===== config.mk =====
export PLATFORM = sky130hd
export DESIGN_NAME = pulse_peak_rate_estimator_core
export DESIGN_NICKNAME = d
export VERILOG_FILES = /design/src/hw/rtl/ppre_pkg.sv /design/src/hw/rtl/ppre_ram.sv /design/src/hw/rtl/pulse_peak_rate_estimator_core.sv
export SDC_FILE = /design/constraint.sdc
export NUM_CORES = 2
export LEC_CHECK = 0
export BUFFER_PORTS_ARGS = -buffer_cell sky130_fd_sc_hd__buf_2
export CORE_MARGIN = 10
export CORE_UTILIZATION = 50
export DETAILED_ROUTE_END_ITERATION = 12
export MAX_ROUTING_LAYER = met4
export PLACE_DENSITY_LB_ADDON = 0.12
export SYNTH_ARGS = -nofsm -noshare
export SYNTH_HDL_FRONTEND = slang
export SYNTH_SLANG_ARGS = --single-unit

===== constraint.sdc =====
create_clock -name clk -period 8.2 [get_ports clk]
set_input_delay 0.41 -clock clk [delete_from_list [all_inputs] [get_ports clk]]
set_output_delay 0.41 -clock clk [all_outputs]
set_load 0.1 [all_outputs]

===== src/hw/rtl/ppre_pkg.sv =====
// ----------------------------------------------------------------------------
// ppre_pkg
// Shared constants for the pulse peak rate estimator.
// ----------------------------------------------------------------------------
package ppre_pkg;

  // Default depth of the peak history.
  localparam int PEAK_HISTORY_DEF = 16;

  // Field widths.
  localparam int SAMPLE_W = 24;
  localparam int POS_W    = 32;
  localparam int RATE_W   = 12;
  localparam int CFG_IDX_W  = 8;
  localparam int CFG_DATA_W = 32;

  // Saturation value of the since-peak counter.
  localparam logic [9:0] SINCE_PEAK_MAX = 10'd1000;

  // Register indexes.
  localparam logic [CFG_IDX_W-1:0] REG_SAMPLE_RATE = 8'd0;
  localparam logic [CFG_IDX_W-1:0] REG_REFRACTORY  = 8'd1;
  localparam logic [CFG_IDX_W-1:0] REG_WINDOW      = 8'd2;
  localparam logic [CFG_IDX_W-1:0] REG_THRESHOLD   = 8'd3;

  // Register reset values.
  localparam logic [9:0]  SAMPLE_RATE_RST = 10'd25;
  localparam logic [9:0]  REFRACTORY_RST  = 10'd8;
  localparam logic [15:0] WINDOW_RST      = 16'd200;
  localparam logic [22:0] THRESHOLD_RST   = 23'd0;

endpackage


===== src/hw/rtl/ppre_ram.sv =====
// ----------------------------------------------------------------------------
// ppre_ram
// Generic single-write, single-read RAM with a registered read port.
// ----------------------------------------------------------------------------
module ppre_ram #(
  parameter int WIDTH = 32,
  parameter int DEPTH = 16
) (
  input  logic                     clk,
  input  logic                     we,
  input  logic [$clog2(DEPTH)-1:0] waddr,
  input  logic [WIDTH-1:0]         wdata,
  input  logic [$clog2(DEPTH)-1:0] raddr,
  output logic [WIDTH-1:0]         rdata
);

  logic [WIDTH-1:0] mem [DEPTH];

  // Write port and registered read port.
  always_ff @(posedge clk) begin
    if (we) begin
      mem[waddr] <= wdata;
    end
    rdata <= mem[raddr];
  end

endmodule


===== src/hw/rtl/pulse_peak_rate_estimator_core.sv =====
// ----------------------------------------------------------------------------
// pulse_peak_rate_estimator_core
// Peak detector with a circular peak history in RAM and a heart rate output.
// ----------------------------------------------------------------------------
// Sequence: an accepted sample is taken in IDLE, then the stored peaks (at most
// PEAK_HISTORY) are read from RAM in a walk, the interval sum is checked, a
// restoring divide runs, and the result is loaded. An invalid rate skips the divide.
// A new sample is taken only after the result is loaded, and
// a stalled result holds the input off. Reset: synchronous, active low;
// registers take their defaults, no peaks.
module pulse_peak_rate_estimator_core
  import ppre_pkg::*;
#(
  parameter int PEAK_HISTORY = PEAK_HISTORY_DEF
) (
  input  logic                  clk,
  input  logic                  rst_n,
  input  logic                  in_valid,
  output logic                  in_stall,
  input  logic [SAMPLE_W-1:0]   in_filtered_sample,
  output logic                  out_valid,
  input  logic                  out_stall,
  output logic                  out_rate_valid,
  output logic [RATE_W-1:0]     out_rate_bpm_x16,
  input  logic                  cfg_valid,
  output logic                  cfg_ready,
  input  logic [CFG_IDX_W-1:0]  cfg_index,
  input  logic [CFG_DATA_W-1:0] cfg_wdata
);

  localparam int NW    = $clog2(PEAK_HISTORY);
  localparam int CW    = $clog2(PEAK_HISTORY + 1);
  localparam int SUM_W = POS_W + NW;
  localparam int CMP_W = SUM_W + 4;
  localparam int DIV_W = 24 + NW;
  localparam int DSH   = RATE_W - 1;
  localparam logic [NW-1:0] LAST_SLOT = NW'(PEAK_HISTORY - 1);

  typedef enum logic [2:0] {ST_IDLE, ST_WALK, ST_CHECK, ST_DIV, ST_DONE} state_t;

  // Configuration registers.
  logic [9:0]  fs_r, refr_r;
  logic [15:0] win_r;
  logic [22:0] thr_r;

  assign cfg_ready = 1'b1;

  always_ff @(posedge clk) begin
    if (!rst_n) begin
      fs_r   <= SAMPLE_RATE_RST;
      refr_r <= REFRACTORY_RST;
      win_r  <= WINDOW_RST;
      thr_r  <= THRESHOLD_RST;
    end else if (cfg_valid) begin
      unique case (cfg_index)
        REG_SAMPLE_RATE: fs_r   <= cfg_wdata[9:0];
        REG_REFRACTORY:  refr_r <= cfg_wdata[9:0];
        REG_WINDOW:      win_r  <= cfg_wdata[15:0];
        REG_THRESHOLD:   thr_r  <= cfg_wdata[22:0];
        default: ;
      endcase
    end
  end

  // Control and datapath registers.
  state_t               state_r;
  logic [SAMPLE_W-1:0]  last_r, before_r;
  logic [9:0]           since_r;
  logic [POS_W-1:0]     cnt_r, cutoff_r;
  logic [CW-1:0]        count_r, left_r;
  logic [NW-1:0]        head_r, ptr_r;
  logic                 rvld_r, have_prev_r;
  logic [POS_W-1:0]     prev_r;
  logic [SUM_W-1:0]     sum_r;
  logic [NW-1:0]        n_r;
  logic [DIV_W-1:0]     rem_r, dsh_r;
  logic [RATE_W-1:0]    q_r;
  logic [3:0]           step_r;
  logic                 res_valid_r;
  logic                 out_valid_r, out_rv_r;
  logic [RATE_W-1:0]    out_rate_r;

  // RAM signals.
  logic             ram_we;
  logic [NW-1:0]    ram_waddr;
  logic [POS_W-1:0] ram_rdata;

  // Peak test on the middle sample.
  logic [9:0]     since_inc;
  logic           is_peak;
  logic [CW:0]    slot_sum;
  logic [NW-1:0]  slot;
  logic [NW-1:0]  head_inc;
  logic [POS_W-1:0] cnt_inc;

  always_comb begin
    since_inc = (since_r < SINCE_PEAK_MAX) ? since_r + 10'd1 : since_r;
    is_peak = (|cnt_r[POS_W-1:1]) &&
              ($signed(last_r) > $signed(before_r)) &&
              ($signed(last_r) >= $signed(in_filtered_sample)) &&
              ($signed({last_r[SAMPLE_W-1], last_r}) > $signed({2'b00, thr_r})) &&
              (since_inc >= refr_r);
    slot_sum = (CW+1)'(head_r) + (CW+1)'(count_r);
    slot = (slot_sum >= (CW+1)'(PEAK_HISTORY)) ?
           NW'(slot_sum - (CW+1)'(PEAK_HISTORY)) : NW'(slot_sum);
    head_inc = (head_r == LAST_SLOT) ? '0 : head_r + NW'(1);
    cnt_inc = cnt_r + POS_W'(1);
    ram_we = (state_r == ST_IDLE) && in_valid && is_peak;
    ram_waddr = (count_r < CW'(PEAK_HISTORY)) ? slot : head_r;
  end

  ppre_ram #(.WIDTH(POS_W), .DEPTH(PEAK_HISTORY)) u_hist (
    .clk   (clk),
    .we    (ram_we),
    .waddr (ram_waddr),
    .wdata (cnt_r),
    .raddr (ptr_r),
    .rdata (ram_rdata)
  );

  // Interval accumulation from the read data.
  logic [POS_W-1:0] diff;
  logic             take;
  assign diff = ram_rdata - prev_r;
  assign take = rvld_r && (ram_rdata >= cutoff_r);

  // Range check: 2*fs*n >= S and 3*fs*n <= 11*S.
  logic [10+NW-1:0] fsn;
  logic [CMP_W-1:0] fsn_w, sum_w;
  logic             rate_ok;
  logic [DIV_W-1:0] num, dvs;
  always_comb begin
    fsn = (10+NW)'(fs_r) * (10+NW)'(n_r);
    fsn_w = CMP_W'(fsn);
    sum_w = CMP_W'(sum_r);
    rate_ok = (n_r != '0) && ((fsn_w << 1) >= sum_w) &&
              ((fsn_w << 1) + fsn_w <= (sum_w << 3) + (sum_w << 1) + sum_w);
    num = (DIV_W'(fsn) << 11) - (DIV_W'(fsn) << 7) + DIV_W'(sum_r[DIV_W-2:0]);
    dvs = DIV_W'(sum_r[DIV_W-2:0]) << 1;
  end

  // Sequencer: update, walk the history, check, divide, deliver.
  always_ff @(posedge clk) begin
    if (!rst_n) begin
      state_r     <= ST_IDLE;
      last_r      <= '0;
      before_r    <= '0;
      since_r     <= SINCE_PEAK_MAX;
      cnt_r       <= '0;
      count_r     <= '0;
      head_r      <= '0;
      rvld_r      <= 1'b0;
      out_valid_r <= 1'b0;
    end else begin
      if (out_valid_r && !out_stall) begin
        out_valid_r <= 1'b0;
      end
      unique case (state_r)
        ST_IDLE: begin
          if (in_valid) begin
            before_r <= last_r;
            last_r   <= in_filtered_sample;
            cnt_r    <= cnt_inc;
            cutoff_r <= (cnt_inc > POS_W'(win_r)) ? cnt_inc - POS_W'(win_r) : '0;
            have_prev_r <= 1'b0;
            sum_r <= '0;
            n_r   <= '0;
            rvld_r <= 1'b0;
            if (is_peak) begin
              since_r <= '0;
              if (count_r < CW'(PEAK_HISTORY)) begin
                count_r <= count_r + CW'(1);
                left_r  <= count_r + CW'(1);
                ptr_r   <= head_r;
              end else begin
                head_r <= head_inc;
                left_r <= count_r;
                ptr_r  <= head_inc;
              end
            end else begin
              since_r <= since_inc;
              left_r  <= count_r;
              ptr_r   <= head_r;
            end
            state_r <= ST_WALK;
          end
        end
        ST_WALK: begin
          if (left_r != '0) begin
            left_r <= left_r - CW'(1);
            ptr_r  <= (ptr_r == LAST_SLOT) ? '0 : ptr_r + NW'(1);
            rvld_r <= 1'b1;
          end else begin
            rvld_r <= 1'b0;
          end
          if (take) begin
            if (have_prev_r && diff != '0) begin
              sum_r <= sum_r + SUM_W'(diff);
              n_r   <= n_r + NW'(1);
            end
            prev_r      <= ram_rdata;
            have_prev_r <= 1'b1;
          end
          if (left_r == '0 && !rvld_r) begin
            state_r <= ST_CHECK;
          end
        end
        ST_CHECK: begin
          res_valid_r <= rate_ok;
          rem_r  <= num;
          dsh_r  <= dvs << DSH;
          q_r    <= '0;
          step_r <= '0;
          state_r <= rate_ok ? ST_DIV : ST_DONE;
        end
        ST_DIV: begin
          if (rem_r >= dsh_r) begin
            rem_r <= rem_r - dsh_r;
            q_r   <= {q_r[RATE_W-2:0], 1'b1};
          end else begin
            q_r   <= {q_r[RATE_W-2:0], 1'b0};
          end
          dsh_r  <= dsh_r >> 1;
          step_r <= step_r + 4'd1;
          if (step_r == 4'(RATE_W - 1)) begin
            state_r <= ST_DONE;
          end
        end
        ST_DONE: begin
          if (!out_valid_r || !out_stall) begin
            out_valid_r <= 1'b1;
            out_rv_r    <= res_valid_r;
            out_rate_r  <= res_valid_r ? q_r : '0;
            state_r     <= ST_IDLE;
          end
        end
        default: state_r <= ST_IDLE;
      endcase
    end
  end

  assign in_stall         = (state_r != ST_IDLE);
  assign out_valid        = out_valid_r;
  assign out_rate_valid   = out_rv_r;
  assign out_rate_bpm_x16 = out_rate_r;

`ifndef SYNTHESIS
  // An accepted request always starts a busy period.
  a_busy_after_accept: assert property (@(posedge clk) disable iff (!rst_n)
    in_valid && !in_stall |=> in_stall)
    else $error("input taken again right after a request");

  // The history never holds more peaks than its depth.
  a_count_bound: assert property (@(posedge clk) disable iff (!rst_n)
    count_r <= CW'(PEAK_HISTORY))
    else $error("peak count beyond history depth");

  // An invalid rate always reads as zero.
  a_invalid_zero: assert property (@(posedge clk) disable iff (!rst_n)
    out_valid && !out_rate_valid |-> out_rate_bpm_x16 == '0)
    else $error("nonzero rate on an invalid result");

  // A RAM write happens only on the update cycle of a request.
  a_write_on_accept: assert property (@(posedge clk) disable iff (!rst_n)
    ram_we |-> in_valid && !in_stall)
    else $error("history written outside a request");
`endif

endmodule

* After elaboration in Yosys (flattened, before gate mapping)
Memories as Yosys holds them, arrays and structs flattened. A register that Yosys moved wholly into a read port is not among the register bits.
Cells that the tools add are included.
** Word-level totals
- Register bits after elaboration :: 363
- Memory bits (writable) :: 512
- Input bits :: 69
- Word-level logic and storage cells :: 166
- Memories :: 1
** Cells by class
- $add $sub $neg :: 19
- $mul :: 1
- $lt $le $gt $ge :: 12
- Equal/unequal tests :: 18
- Mux-type cells :: 46
- Reduce and logical (&&, ||, !) cells :: 42
** Memory list
- u_hist.mem :: depth 16, bits a word 32, rd ports 1, clocked after memory_dff 1, wr ports 1, RTL line ppre_ram.sv:17 : logic [WIDTH-1:0] mem [DEPTH];
** Operators with widths (count)
- $pmux 28 s2 :: 2
- $mux 36 :: 3
- $pmux 36 s2 :: 1
- $gt 24x24->1 :: 2
- $mux 4 :: 11
- $add 39x37->40 :: 1
- $add 40x36->40 :: 1
- $le 16x40->1 :: 1
- $add 36x32->36 :: 1
- $ge 15x36->1 :: 1
- $add 32x1->32 const B :: 1
- $ge 32x32->1 :: 1
- $gt 32x16->1 :: 1
- $reduce_bool 32->1 :: 1
- $sub 32x16->32 :: 1
- $sub 32x32->32 :: 1
- $reduce_or 31->1 :: 1
- $add 28x27->28 :: 1
- $ge 28x28->1 :: 1
- $mux 28 :: 1
- $sub 28x28->28 :: 1
- $sub 25x21->26 :: 1
- $ge 24x24->1 :: 1
- $pmux 12 s2 :: 1
- other kinds (41) :: 100

* Longest topological paths before layout
- Depth after elaboration :: 8
- Gate-level depth with buffers :: 32

* By module
From an unflattened synthesis, not the netlist that was laid out.
** Second synthesis, totals
- Cells, all modules :: 4359
- Area, all modules :: 50014.2 µm²
** Modules (own cells, without submodules)
- pulse_peak_rate_estimator_core :: times used 1, cells an instance 3521, area an instance 30178.9 µm²
- ppre_ram :: times used 1, cells an instance 838, area an instance 19835.3 µm²

* Worst setup path after synthesis
No wires, ideal clock.
- Path kind :: register to register
- From :: register n_r[3]
- To :: register state_r[1]
- Setup time :: 0.115 ns
- Data arrival time :: 7.219 ns
- Required time :: 8.085 ns
- Slack :: 0.866 ns
- Stages on the path, launching flop included :: 31
- Period minus slack after synthesis :: 7.334 ns
- Cell sequence :: edfxtp_1 > clkbuf_1 > and2_1 > fa_1 > inv_1 > fa_1 > inv_1 > ha_1 > nor2b_1 > o311a_1 > a211oi_1 > clkinv_1 > ha_1 > a21o_1 > a31o_2 > a21oi_1 > o21bai_1 > a221o_1 > a21o_1 > ha_1 > nand4_1 > nor4_1 > nor4_1 > o211ai_1 > nor3_1 > nand4_1 > nor4_1 > nand3b_1 > nor4_1 > a311o_1 > nand2_1
** On the way
- Cells in the longest elaborated chain, start to end :: 6
- Elaborated cells on any way between the ends :: 9
- Classes of those cells :: 1 x add/sub; 1 x mul; 2 x order compare; 2 x mux; 3 x reduce/logical
** RTL lines
- start, declared :: RTL line pulse_peak_rate_estimator_core.sv:75 : logic [NW-1:0] n_r;
- start signal, assigned :: RTL line pulse_peak_rate_estimator_core.sv:199 : n_r <= n_r + NW'(1);
- $mul 10x4->14 :: RTL line pulse_peak_rate_estimator_core.sv:133 : fsn = (10+NW)'(fs_r) * (10+NW)'(n_r);
- $add 15x14->16 or $ge 15x36->1 (tied branches) :: RTL line pulse_peak_rate_estimator_core.sv:137, pulse_peak_rate_estimator_core.sv:136
- $le 16x40->1 or $logic_and 1x1->1 (tied branches) :: RTL line pulse_peak_rate_estimator_core.sv:137, pulse_peak_rate_estimator_core.sv:136
- $logic_and 1x1->1 * :: RTL line pulse_peak_rate_estimator_core.sv:136 : rate_ok = (n_r != '0) && ((fsn_w << 1) >= sum_w) &&
- $mux 3 * :: RTL line pulse_peak_rate_estimator_core.sv:214 : state_r <= rate_ok ? ST_DIV : ST_DONE;
- $pmux 3 s5 * :: RTL line pulse_peak_rate_estimator_core.sv:158 : unique case (state_r)
- end signal, assigned :: RTL line pulse_peak_rate_estimator_core.sv:214
- end, declared :: RTL line pulse_peak_rate_estimator_core.sv:66 : state_t state_r;
Every way passes the cells marked *; elsewhere a longest branch is shown, timed or not.
A chain may end at the register's enable or synchronous reset.

* Worst setup path in the final report
- From :: register n_r[3]
- To :: register res_valid_r, data pin
** On the way
- Cells in the longest elaborated chain, start to end :: 4
- Elaborated cells on any way between the ends :: 7
- Classes of those cells :: 1 x add/sub; 1 x mul; 2 x order compare; 3 x reduce/logical
** RTL lines
- $mul 10x4->14 :: RTL line pulse_peak_rate_estimator_core.sv:133
- $add 15x14->16 or $ge 15x36->1 (tied branches) :: RTL line pulse_peak_rate_estimator_core.sv:137, pulse_peak_rate_estimator_core.sv:136
- $le 16x40->1 or $logic_and 1x1->1 (tied branches) :: RTL line pulse_peak_rate_estimator_core.sv:137, pulse_peak_rate_estimator_core.sv:136
- $logic_and 1x1->1 * :: RTL line pulse_peak_rate_estimator_core.sv:136
- net rate_ok :: RTL line pulse_peak_rate_estimator_core.sv:130 : logic rate_ok;
- end signal, assigned :: RTL line pulse_peak_rate_estimator_core.sv:209 : res_valid_r <= rate_ok;
- end, declared :: RTL line pulse_peak_rate_estimator_core.sv:79 : logic res_valid_r;
Mark *: on every way through the listed nets, which the timed path passes. The rest lies on a longest branch.

==> impl_metrics.tcl <==
set metrics [dict create \
    postSynthCellCount 4564 \
    finalHoldViolCount 0 \
    max_freq_mhz 131 \
    slowest_stage "fa_1" \
    finalClockSkew_ns 0.0585 \
    drt_wl_total_um 126000 \
    clk_latency_ns 0.70 \
    ys_seq_area_share_pct 50.0 \
    cp.arrival_ns 8.00 \
    status "complete, no violations" \
    synth_top_cell_by_area "edfxtp_1" \
    utilization_pct 56.0 \
    grt.met1_usage_pct 29.1 \
    synth-seq-cells 907 \
    place.detailed.hpwl_um 85000 \
    viasPerCell 5.73 \
    finalCritPeriodShare_pct 92.7 \
    numCtsBuffers 95 \
    ant_nets 0 \
    grt_pass1_wl_um 195000 \
    hold_path_class "input port to register" \
    die-area_mm2 0.114 \
    min_period_ns 7.60 \
    route.detailed.wl_per_inst_um 20.6 \
    track_usage_pct 22.3 \
    core_area_mm2 0.100 \
    finalMaxSlewViolations 0 \
    critPathKind "register to register" \
    htreeDepth 3 \
    top_usage_layer "met2" \
    setup-tns-final_ns 0 \
    cts_tree "done" \
    avgSynthCellArea_um2 11.1 \
    io_pins 85 \
    critPathLaunchType "register" \
    final_cell_mix "712 x edfxtp_1, 412 x nand2_1, 365 x ha_1" \
    power_density_mw_per_mm2 253 \
    critPathMaxFanout 9 \
    crit_family "compound AO/OA/AOI/OAI gates" \
    antenna_found_initial 5 \
    tightest_slew_ns 1.23 \
    layout_commonest_cell "edfxtp_1" \
    vdd_drop_max_uv 205 \
    grt_pass1_vias 33800 \
    endpoint_kind "register" \
    synth_edf_count 712 \
    antenna_cells 0 \
    cpPeakStageDelay_ns 0.53 \
    portBuffers 74 \
    ys_top_cells_by_area "edfxtp_1 42%, ha_1 9.0%, dfxtp_1 7.7%" \
    ys_async_sr_fraction_pct 0 \
    synth_cell_types 85 \
    gr-total-overflow 0 \
    cts_root_buffer "clkbuf_16" \
    crit_buf_inv 3 \
    area_delta_synth_final_pct 11.1 \
    drive_gt1_share_pct 8.58 \
    synth_top_area_share_pct 42.3 \
    rsz0062_at_grt "no" \
    die_x_um 338 \
    cts.path.max_buffers 3 \
    fillers 8478 \
    rows 116 \
    use_met2_pct 36.9 \
    syn_area_mm2 0.0506 \
    synth_nets 5055 \
    die_h_um 338 \
    first_pass_iters 5 \
    num_vias 34900 \
    synth_flop_cell "edfxtp_1" \
    setup_viol 0 \
    max_cap_violations 0 \
    drc_errors 0 \
    cts.clk_slew.worst_paths_ns 0.06 \
    fin_nets 5142 \
    routabilityCongestion 0.890 \
    max-slew-margin-rel_pct 17.9 \
    start_util_pct 50.4 \
    leakagePower_nw 22.3 \
    cts.sinks 907 \
    use_met3_pct 2.31 \
    drt_first_iter_violations 2557 \
    crit_required_ns 8.59 \
    reg2reg_slack_ns 0.60 \
    grt_max_degree 118 \
    yosysWarnings 0 \
]
==> metal layers <==
| metal | vias up | routed length [µm] | share of wire, % |
|---|---|---|---|
| li1 | 17000 | - | - |
| met1 | 16900 | 56200 | 45 |
| met2 | 773 | 61100 | 49 |
| met3 | 194 | 4940 | 3.9 |
| met4 | 0 | 3420 | 2.7 |
| met5 | - | 0 | 0 |
==> cell families (layout without fill, tap and decap cells) <==
kind of cell	after synthesis	count (layout)	synth area share [%]
adders and majority gates	428	428	11.4
other	1	1	0.00742
and+or+nand+nor	1255	1255	11.8
xor gates and xnor gates	244	244	4.23
DFF	907	907	50.0
muxes	228	228	6.11
buffers and inverters	506	675	3.77
AOI/OAI and AO/OA	995	995	12.6
==> area by class of cell <==
cell class              count  area (µm²)  area share [%]
flip-flops and latches    907       25300            45.0
multi-input cells        3151       23600            42.0
clock buffers             125        2580            4.60
well taps                1357        1700            3.02
inverters                 326        1230            2.18
repair buffers            170        1210            2.16
clock inverters            54         586            1.04
==> worst register-to-register path: cells and delay by family (launching register included) <==
family | cells | cell delay [ns]
AOI/OAI and AO/OA | 9 | 2.43
muxes | 1 | 0.16
and+or+nand+nor | 10 | 1.87
buffers and inverters | 3 | 0.16
adders and majority gates | 5 | 2.18
DFF | 1 | 0.51
==> Yosys cell counts (37+ instances only) <==
master	n
and3_1	37
fa_1	57
nand4_1	64
nor2b_1	38
nand2b_1	45
mux4_2	64
nand2_1	414
xor2_1	100
nor2_1	303
a21oi_1	326
clkbuf_1	141
ha_1	365
o21ai_0	183
edfxtp_1	712
nand3_1	82
a21o_1	117
xnor2_1	144
or3_1	38
dfxtp_1	195
a221oi_1	70
mux2i_1	159
nor3_1	65
inv_1	324
and2_1	60
==> state kept, by name (all words and copies together) (netlist names), 12 cells and up <==
signal	flops
cutoff_r	32
cnt_r	32
u_hist.mem	512
sum_r	36
rem_r	28
out_rate_bpm_x16	12
u_hist.rdata	32
prev_r	32
dsh_r	28
before_r	24
q_r	12
last_r	24
win_r	16
thr_r	23
==> repair_timing <==
item                       4_1_cts  5_1_grt
hold buffers                    39        0
setup endpoints to repair        0        4
hold endpoints to repair        45        0
buffers inserted                 0        7
resized for setup                0        4
==> through the flow <==
stage	hold slack [ns]	worst slack, ns	area [µm²]	power [mW]	cells
detailed placement	0.446	0.527	52600	9.89	5865
CTS	0.00622	0.475	56100	14.3	6083
finish	0.0483	0.595	56200	14.2	6090
global route	0.0208	0.0207	56200	15.1	6090
global placement	0.443	0.690	52600	9.85	5865
floorplan	0.408	0.866	50600	8.81	4564
==> power by group <==
part	internal, mW	total [mW]	switching (mW)
clock	2.51	4.35	1.83
sequential	5.13	5.34	0.210
combinational	1.86	4.52	2.66
==> path summary, 6_finish.rpt <==
| kind | to | startpoint | depth (start not counted) |
|---|---|---|---|
| worst max-delay path | res_valid_r$_DFFE_PP_ | n_r[3]$_SDFFCE_PN0P_ | 28 |
| worst min-delay path | thr_r[9]$_SDFFE_PN0P_ | cfg_wdata[9] | 3 |
| worst max register to register | res_valid_r$_DFFE_PP_ | n_r[3]$_SDFFCE_PN0P_ | 28 |
| worst min register to register | before_r[15]$_SDFFE_PN0P_ | before_r[15]$_SDFFE_PN0P_ | 2 |
Note: power is estimated with default switching activity, not from simulation.
